==> src/rtl/owrs_pkg.sv <==
// Shared types and codes for the 1-Wire search ROM direction engine.
// No dependencies; used by the top level, the decision logic and the checker.
package owrs_pkg;

  // Item kinds on the input channel.
  localparam logic OP_START = 1'b0;
  localparam logic OP_PAIR  = 1'b1;

  // Bus reset outcome carried by a start word.
  localparam logic [1:0] BUS_PRESENCE = 2'd0;
  localparam logic [1:0] BUS_SHORT    = 2'd1;

  // Result status codes.
  localparam logic [2:0] ST_PROCEED  = 3'd0;
  localparam logic [2:0] ST_DONE     = 3'd1;
  localparam logic [2:0] ST_FINISHED = 3'd2;
  localparam logic [2:0] ST_SHORT    = 3'd3;
  localparam logic [2:0] ST_NODEV    = 3'd4;
  localparam logic [2:0] ST_ERROR    = 3'd5;

  // Fork mark value that starts the search at the first address.
  localparam logic [6:0] FORK_FIRST = 7'd65;

  localparam int ADDR_OUT_W = 64;

  // Decision for one bit pair.
  typedef struct packed {
    logic dir;       // bit to write back
    logic set_fork;  // zero taken at a discrepancy: record this position
    logic err;       // both reads were one
  } owrs_dec_t;

endpackage

==> src/rtl/owrs_dec.sv <==
// Direction decision for one bit pair of the search ROM algorithm.
// Depends on owrs_pkg for the decision struct.
module owrs_dec (
  input  logic                 read_true,
  input  logic                 read_complement,
  input  logic [6:0]           bit_pos,
  input  logic [6:0]           last_fork,
  input  logic                 prev_bit,
  output owrs_pkg::owrs_dec_t  dec
);

  always_comb begin
    dec = '0;
    if (!read_true && !read_complement) begin
      // Discrepancy: follow the previous address below the last fork,
      // take one at the fork itself, and zero beyond it.
      if (bit_pos < last_fork) begin
        dec.dir      = prev_bit;
        dec.set_fork = !prev_bit;
      end else if (bit_pos == last_fork) begin
        dec.dir = 1'b1;
      end else begin
        dec.set_fork = 1'b1;
      end
    end else if (read_true && !read_complement) begin
      dec.dir = 1'b1;
    end else if (read_true && read_complement) begin
      dec.err = 1'b1;
    end
  end

endmodule

==> src/rtl/onewire_rom_search_top.sv <==
// Top level of the 1-Wire search ROM direction engine.
// Depends on owrs_pkg and owrs_dec.

// The engine takes one word per clock and answers every word with exactly one
// result word, in the cycle after acceptance, held in a single output register.
// A new word is taken in the same cycle that the pending result is taken, so
// the sustained rate is one word per cycle; only a stalled output channel
// slows it. A start word (tuser op 0) opens a search pass and reports
// proceed, finished, short or no device. Each bit-pair word then gets the
// direction bit to write back; the last position of the address returns
// status done with the full address. Both reads high ends the pass with a
// search error. Completed bytes are written to the address store as they
// finish, so an aborted pass leaves its finished bytes in place.
module onewire_rom_search_top #(
  parameter int ADDRESS_BITS = 64
) (
  input  logic        clk,
  input  logic        rst_n,
  input  logic        in_tvalid,
  output logic        in_tready,
  // [0] restart, [2:1] bus_status, [3] read_true, [4] read_complement, [7:5] zero
  input  logic [7:0]  in_tdata,
  // [0] op
  input  logic [0:0]  in_tuser,
  output logic        out_tvalid,
  input  logic        out_tready,
  // [0] direction, [64:1] address, [71:65] zero
  output logic [71:0] out_tdata,
  // [2:0] status, [3] ignored
  output logic [3:0]  out_tuser
);

  localparam logic [6:0] LAST_POS = 7'(ADDRESS_BITS);

  // Unpacked input fields.
  logic       op;
  logic       restart;
  logic [1:0] bus_status;
  logic       read_true;
  logic       read_complement;

  assign op              = in_tuser[0];
  assign restart         = in_tdata[0];
  assign bus_status      = in_tdata[2:1];
  assign read_true       = in_tdata[3];
  assign read_complement = in_tdata[4];

  // Search state.
  logic [ADDRESS_BITS-1:0] store_r, store_nxt;
  logic [6:0]              last_fork_r, last_fork_nxt;
  logic [6:0]              new_fork_r, new_fork_nxt;
  logic [6:0]              pos_r, pos_nxt;
  logic [7:0]              acc_r, acc_nxt;
  logic                    pass_r, pass_nxt;

  // Result register.
  logic        out_valid_r;
  logic [2:0]  status_r, status_nxt;
  logic        dir_r, dir_nxt;
  logic [63:0] addr_r, addr_nxt;
  logic        ign_r, ign_nxt;

  logic accept;

  assign in_tready = !out_valid_r || out_tready;
  assign accept    = in_tvalid && in_tready;

  // The store seen as a full 64-bit address so any position indexes it.
  logic [63:0] store_ext;
  logic [5:0]  idx;
  logic        prev_bit;

  always_comb begin
    store_ext = '0;
    store_ext[ADDRESS_BITS-1:0] = store_r;
  end

  assign idx      = 6'(pos_r - 7'd1);
  assign prev_bit = store_ext[idx];

  owrs_pkg::owrs_dec_t dec;

  owrs_dec u_dec (
    .read_true       (read_true),
    .read_complement (read_complement),
    .bit_pos         (pos_r),
    .last_fork       (last_fork_r),
    .prev_bit        (prev_bit),
    .dec             (dec)
  );

  logic [6:0] fork_eff;
  logic [7:0] acc_shift;
  logic [7:0] commit_val;
  logic       last_bit;
  logic       byte_end;
  logic       do_commit;

  assign acc_shift = {dec.dir, acc_r[7:1]};
  assign last_bit  = (pos_r >= LAST_POS);
  assign byte_end  = (idx[2:0] == 3'd7);
  assign do_commit = byte_end || last_bit;
  // A short last byte is right-aligned so its bits land at their positions.
  assign commit_val = byte_end ? acc_shift : (acc_shift >> (3'd7 - idx[2:0]));

  always_comb begin
    store_nxt     = store_r;
    last_fork_nxt = last_fork_r;
    new_fork_nxt  = new_fork_r;
    pos_nxt       = pos_r;
    acc_nxt       = acc_r;
    pass_nxt      = pass_r;
    status_nxt    = owrs_pkg::ST_PROCEED;
    dir_nxt       = 1'b0;
    addr_nxt      = '0;
    ign_nxt       = 1'b0;
    fork_eff      = restart ? owrs_pkg::FORK_FIRST : last_fork_r;

    if (op == owrs_pkg::OP_START) begin
      pass_nxt      = 1'b0;
      last_fork_nxt = fork_eff;
      if (fork_eff == 7'd0) begin
        status_nxt = owrs_pkg::ST_FINISHED;
      end else if (bus_status == owrs_pkg::BUS_SHORT) begin
        status_nxt = owrs_pkg::ST_SHORT;
      end else if (bus_status != owrs_pkg::BUS_PRESENCE) begin
        // The reserved code is handled like no presence.
        status_nxt = owrs_pkg::ST_NODEV;
      end else begin
        pass_nxt     = 1'b1;
        pos_nxt      = 7'd1;
        new_fork_nxt = 7'd0;
        acc_nxt      = 8'd0;
      end
    end else if (!pass_r) begin
      ign_nxt = 1'b1;
    end else if (dec.err) begin
      pass_nxt   = 1'b0;
      status_nxt = owrs_pkg::ST_ERROR;
    end else begin
      dir_nxt = dec.dir;
      if (dec.set_fork) begin
        new_fork_nxt = pos_r;
      end
      acc_nxt = acc_shift;
      if (do_commit) begin
        acc_nxt = 8'd0;
        for (int i = 0; i < ADDRESS_BITS; i++) begin
          if (3'(i >> 3) == idx[5:3]) begin
            store_nxt[i] = commit_val[3'(i)];
          end
        end
      end
      if (last_bit) begin
        last_fork_nxt = new_fork_nxt;
        pass_nxt      = 1'b0;
        status_nxt    = owrs_pkg::ST_DONE;
        addr_nxt[ADDRESS_BITS-1:0] = store_nxt;
      end else begin
        pos_nxt = pos_r + 7'd1;
      end
    end
  end

  always_ff @(posedge clk) begin
    if (!rst_n) begin
      store_r     <= '0;
      last_fork_r <= owrs_pkg::FORK_FIRST;
      new_fork_r  <= '0;
      pos_r       <= '0;
      acc_r       <= '0;
      pass_r      <= 1'b0;
      out_valid_r <= 1'b0;
    end else begin
      if (accept) begin
        store_r     <= store_nxt;
        last_fork_r <= last_fork_nxt;
        new_fork_r  <= new_fork_nxt;
        pos_r       <= pos_nxt;
        acc_r       <= acc_nxt;
        pass_r      <= pass_nxt;
        out_valid_r <= 1'b1;
      end else if (out_tready) begin
        out_valid_r <= 1'b0;
      end
    end
  end

  always_ff @(posedge clk) begin
    if (accept) begin
      status_r <= status_nxt;
      dir_r    <= dir_nxt;
      addr_r   <= addr_nxt;
      ign_r    <= ign_nxt;
    end
  end

  assign out_tvalid = out_valid_r;
  assign out_tdata  = {7'd0, addr_r, dir_r};
  assign out_tuser  = {ign_r, status_r};

endmodule

==> config.mk <==
export PLATFORM = sky130hd
export DESIGN_NAME = onewire_rom_search_top
export DESIGN_NICKNAME = d
export VERILOG_FILES = /design/src/rtl/owrs_pkg.sv /design/src/rtl/owrs_dec.sv /design/src/rtl/onewire_rom_search_top.sv
export SDC_FILE = /design/constraint.sdc
export NUM_CORES = 1
export LEC_CHECK = 0
export ABC_AREA = 1
export BUFFER_PORTS_ARGS = -buffer_cell sky130_fd_sc_hd__buf_2
export CORE_MARGIN = 2
export CORE_UTILIZATION = 35
export CTS_CLUSTER_DIAMETER = 100
export DETAILED_ROUTE_END_ITERATION = 7
export MAX_ROUTING_LAYER = met4
export PLACE_DENSITY_LB_ADDON = 0.25
export SYNTH_ARGS = -nofsm -noshare
export SYNTH_HDL_FRONTEND = slang
export SYNTH_SLANG_ARGS = --single-unit
==> constraint.sdc <==
create_clock -name clk -period 3 [get_ports clk]
set_input_delay 0.6 -clock clk [delete_from_list [all_inputs] [get_ports clk]]
set_output_delay 0.6 -clock clk [all_outputs]
set_load 0.01 [all_outputs]
Yosys cells after proc, flatten, opt, wreduce, memory -nomap -nowiden --
Index checks and enable logic that the tools add are counted.
Word-level totals: flip-flop bits (word level) 164, bits in latches 0, bits in writable memories 0, ROM bits 0, input port bits 13, output and inout port bits 78, word-level logic and storage cells 179, memories kept 0
Operators by class: add/subtract/negate cells 3, $mul 0, divide/modulo/power cells 0, $lt $le $gt $ge 3, eq/ne operators 17, shift-type cells 1, mux-type cells 120, bitwise operators 4, reductions and logical operators 20
Operator list (count):
- two-way mux 7 bit | 19
- two-way mux 1 bit | 84
- two-way mux 64 bit | 1
- two-way mux 8 bit | 7
- two-way mux 3 bit | 6
- equality test 3 bit, first input constant | 4
- inequality test 2 bit, second input constant | 5
- AND reduction 4 bit | 2
- right shift 8 x 3 -> 4 bit | 1
- adder 7 x 1 -> 7 bit, second input constant | 1
- equality test 7 bit | 1
- >= comparator 7 bit, second input constant | 1
- zero test 7 bit | 1
- less-than comparator 6 x 7 -> 1 bit, second input constant | 1
- less-than comparator 7 bit | 1
- AND reduction 7 bit | 1
- binary-select mux 1 bit (select 6 bit) | 1
- equality test 2 x 3 -> 1 bit, first input constant | 2
- AND reduction 6 bit | 1
- subtractor 6 x 1 -> 6 bit, second input constant | 1
- logical AND 1 bit | 4
- zero test 1 bit | 4
- two-way mux 4 bit | 1
- inequality test 2 x 1 -> 1 bit, second input constant | 2
- other kinds (11) | 16

Logic depth before layout (Yosys ltp) --
depth in word-level cells 11, depth in mapped cells 23, mapped depth without buffers 19

Hierarchy --
A second synthesis with hierarchy kept.
Second synthesis, totals: cell total of the unflattened synthesis 821, area, all modules 5924.4 um^2
Modules (own cells, without submodules):
- onewire_rom_search_top | times used 1, cells an instance 776, area each 5680.4 um^2
- owrs_dec | times used 1, cells an instance 45, area each 244.0 um^2

Worst setup path after synthesis --
Ideal clock, no wire load.
kind reg2reg, from register pos_r[0], to register addr_r[26] (data pin), library setup time 0.266 ns, arrival time 2.440 ns, data required time 2.734 ns, path slack 0.294 ns, cell stages (with the launch flop) 23, clock period less this slack 2.706 ns, cell sequence dfxtp_1 buf_6 inv_4 buf_4 buf_2 ha_1 inv_1 buf_2 nand3_1 nand3_1 nand2_1 nand3_1 nand3_1 nand3_2 nand2_4 nand3_2 nand2_1 nand2_1 nand2_2 nand2_4 nand2_1 nand2_1 nor2_1
Between the ends: word-level cells in the longest chain between the ends 9, elaborated cells between the ends (all ways) 19, those cells by class add/sub: 2; order compare: 2; eq/ne: 3; shift: 1; mux: 8; bitwise: 1; reduce/logical: 2
RTL lines:
- start, declared | line onewire_rom_search_top.sv:52 | logic [6:0] pos_r, pos_nxt;
- start signal, assigned | line onewire_rom_search_top.sv:179 | pos_r <= pos_nxt;
- subtractor 6 x 1 -> 6 bit | line onewire_rom_search_top.sv:78 | assign idx = 6'(pos_r - 7'd1);
- binary-select mux 1 bit (select 6 bit) | line onewire_rom_search_top.sv:79 | assign prev_bit = store_ext[idx];
- two-way mux 1 bit (implied by the code) | line onewire_rom_search_top.sv:79
- two-way mux 2 bit | line owrs_dec.sv:17 | if (bit_pos < last_fork) begin
- two-way mux 1 bit | line owrs_dec.sv:14 | if (!read_true && !read_complement) begin
- right shift 8 x 3 -> 4 bit | line onewire_rom_search_top.sv:104 | assign commit_val = byte_end ? acc_shift : (acc_shift >> (3'd7 - idx[2:0]));
- two-way mux 4 bit | line onewire_rom_search_top.sv:104
- two-way mux 1 bit | line onewire_rom_search_top.sv:149 | if (3'(i >> 3) == idx[5:3]) begin
- two-way mux 64 bit | line onewire_rom_search_top.sv:146 | if (do_commit) begin
- end signal, assigned | line onewire_rom_search_top.sv:193 | addr_r <= addr_nxt;
- end, declared | line onewire_rom_search_top.sv:60 | logic [63:0] addr_r, addr_nxt;
Several ways; a longest one is shown, not always the timed one. The select of a mux whose other input is x is not followed. A chain may end at the register's enable or synchronous reset.

Worst setup path in the final report --
from register pos_r[1], to register addr_r[11] (data pin)
Same word-level chain as after synthesis.

==> results_dict.tcl <==
set metrics [dict create \
    startpoint_type "register" \
    multi_input_area_um2 2530 \
    crit_family "simple AND/OR/NAND/NOR gates" \
    dr_total_vias 4558 \
    outcome "finished clean" \
    avgSynthCellArea_um2 7.433 \
    post_cts_buffers 0 \
    slew_headroom_pct 32.18 \
    antenna_cells 0 \
    cp_num_buf_inv 1 \
    core_area_um2 15260 \
    crit_path_cell_trace "inv_1 -> ha_1 -> ha_1 -> nand3_1 -> nand2_1 -> nand3_1 -> nand3_1 -> nand3_2 -> nand2_4 -> nand4_1 -> nand3_1 -> nand2_2 -> nand2_1 -> nand2_1 -> nor2_1" \
    initial_utilization_pct 36.00 \
    numCtsBuffers 9 \
    arrival_ps 2900 \
    yosysSeqAreaShare_pct 42.82 \
    fin_nets 804 \
    cts_resized 0 \
    ys.flop_type "dfxtp_1" \
    synth_edf_count 37 \
    finalSetupViolCount 0 \
    ys_seq_elements 99 \
    drive_gt1_share_pct 14.50 \
    final_antenna_net_count 0 \
    cpPeakStageDelay_ps 510 \
    die-area_um2 16710 \
    grt_usage_pct 16.23 \
    grt_pass1_vias 4189 \
    die_h_um 129.3 \
    drt-initial-drc-count 257 \
    worstMarginPinSlew_ps 1017 \
    max_freq_ghz 0.3709 \
    finalMaxSlewViolations 0 \
    grt_pass1_wl_mm 20.93 \
    fin_util_pct 40.01 \
    antenna_found_initial 0 \
    pwr_density_cell_nw_per_um2 492.0 \
    core.rowCount 45 \
    synthArstFlopShare_pct 0 \
    cp_slowest_cell "ha_1" \
    grt-ovfl-total 0 \
    holdBufCountCts 0 \
    maxCapViolCount 0 \
    path_clk_slew_ps 70 \
    hold_ws_ps 470.1 \
    final_area_um2 6105 \
    ir_worst_vdd_uv 247.7 \
    port_buffers 48 \
    syn_to_final_growth_pct 11.14 \
    htree_levels 3 \
    end_kind "register" \
    period_needed_ps 2696 \
    cp_max_fo 10 \
    clock_path_buffers 2 \
    clock_skew_ps 12.12 \
    cts.sinks 99 \
    dr.pass1.iters 5 \
    hp-class "register to register" \
    fill_cells 1587 \
    syn_area_um2 5493 \
    die_w_um 129.3 \
    synth_cell_types 34 \
    cts_tree "yes" \
    grt_max_degree 65 \
    leakage_uw 0.002668 \
    gp_congestion 0.8603 \
    crit_top_cell "nand3_1" \
    cp.required_ps 3210 \
    viasPerCell 4.572 \
    pin_count 91 \
    post-dp-hpwl_mm 8.751 \
    hold_viol 0 \
    seq_area_um2 2352 \
    path_class "register to register" \
    period_share_pct 89.88 \
    yosys_warnings 0 \
    drcViolationCount 0 \
    placed_cell_area_um2 5802 \
    clkLatencyLatePin_ps 360 \
    post_drt_wl_per_cell_um 12.68 \
    drt-total-wl_mm 12.64 \
    rsz0062_at_grt "false" \
    cts_root_buf "clkbuf_16" \
    syn_inst 739 \
    r2r_slack_ps 300 \
    tns_ps 0 \
]
-- cells in the final DEF (no fill, tap or decap), types with 7 or more instances in the layout --
| cell | n |
|---|---|
| nand2_1 | 197 |
| inv_1 | 75 |
| a21oi_1 | 66 |
| dfxtp_1 | 62 |
| nor2_1 | 59 |
| o21ai_0 | 55 |
| buf_2 | 48 |
| nand3_1 | 39 |
| conb_1 | 39 |
| edfxtp_1 | 37 |
| buf_4 | 15 |
| or2_2 | 10 |
| ha_1 | 10 |
| clkbuf_16 | 9 |
| o211ai_1 | 7 |
-- Yosys cell counts (3+ instances only) --
cell type / number / area, µm²
nand2_1: 197 / 739.5
nor3_1: 6 / 30.03
o211ai_1: 7 / 52.55
o21ai_0: 55 / 275.3
buf_4: 43 / 322.8
nand2_4: 3 / 33.78
dfxtp_1: 62 / 1241
edfxtp_1: 37 / 1111
buf_6: 3 / 33.78
or2_2: 10 / 62.56
inv_1: 76 / 285.3
nand3_2: 3 / 30.03
nor3b_1: 3 / 22.52
clkbuf_1: 16 / 60.06
a31oi_1: 6 / 37.54
buf_2: 7 / 35.03
nand2_2: 6 / 37.54
nor2_1: 59 / 221.5
nand3_1: 39 / 195.2
o211ai_2: 5 / 62.56
a21oi_1: 66 / 330.3
nand4_1: 6 / 37.54
ha_1: 10 / 125.1
-- registers in the layout, indices dropped and copies added (netlist names) --
register and count:
new_fork_r 7, addr_r 32, out_tvalid 1, dir_r 1, acc_r 7, status_r 3
pos_r 7, store_ext 32, last_fork_r 7, pass_r 1, ign_r 1
-- through the flow --
step / power (µW) / std cells / setup slack [ps]
3_5_place_dp: 1848 / 981 / 288.3
3_3_place_gp: 1848 / 981 / 308.3
6_report: 3003 / 997 / 303.5
2_1_floorplan: 1782 / 777 / 293.9
5_1_grt: 3139 / 997 / 5.060
4_1_cts: 3031 / 997 / 281.3
-- path summary, 6_finish.rpt --
path             from          to  cells after the start
min reg2reg  acc_r[1]    acc_r[1]                      2
max reg2reg  pos_r[1]  addr_r[11]                     15
min          acc_r[1]    acc_r[1]                      2
max          pos_r[1]  addr_r[11]                     15
-- report_power, final --
group | internal (µW) | switching (µW) | leakage (µW) | total (µW)
clock network | 651 | 534 | 0.000146 | 1180
registers | 1430 | 13.7 | 0.000876 | 1440
logic | 113 | 263 | 0.00165 | 375
-- worst reg2reg max path, delay by kind of cell (launching register included) --
kind                     cells  cell delay, ps
adder cells (fa/ha/maj)      2             740
buffers and inverters        1             120
flip-flops                   1             420
AND/OR/NAND/NOR             12            1280
-- cell families (layout without fill, tap and decap cells) --
family / after synthesis / count (layout) / share of synthesized area (%)
buf+inv: 150 / 159 / 13.80
fa+ha+maj: 10 / 10 / 2.278
simple gates: 333 / 333 / 25.88
xor+xnor: 2 / 2 / 0.5922
compound gates: 144 / 144 / 14.56
other cells: 1 / 39 / 0.06827
flops: 99 / 99 / 42.82
-- routing by layer --
metal	GRT usage, %	part of all wire [%]
met4	4.604	1.4
met2	24.49	44
met1	22.23	50
met3	3.097	4.7
met5	-	0
-- final cells by class --
type	instances	share of cell area (%)
timing repair buffer	63	5.780
sequential	99	38.53
inverter	80	5.022
clock inverter	7	1.209
clock buffer	9	3.689
multi-input combinational	528	41.44
tap	211	4.325
Power figures use the tool's default switching activity.
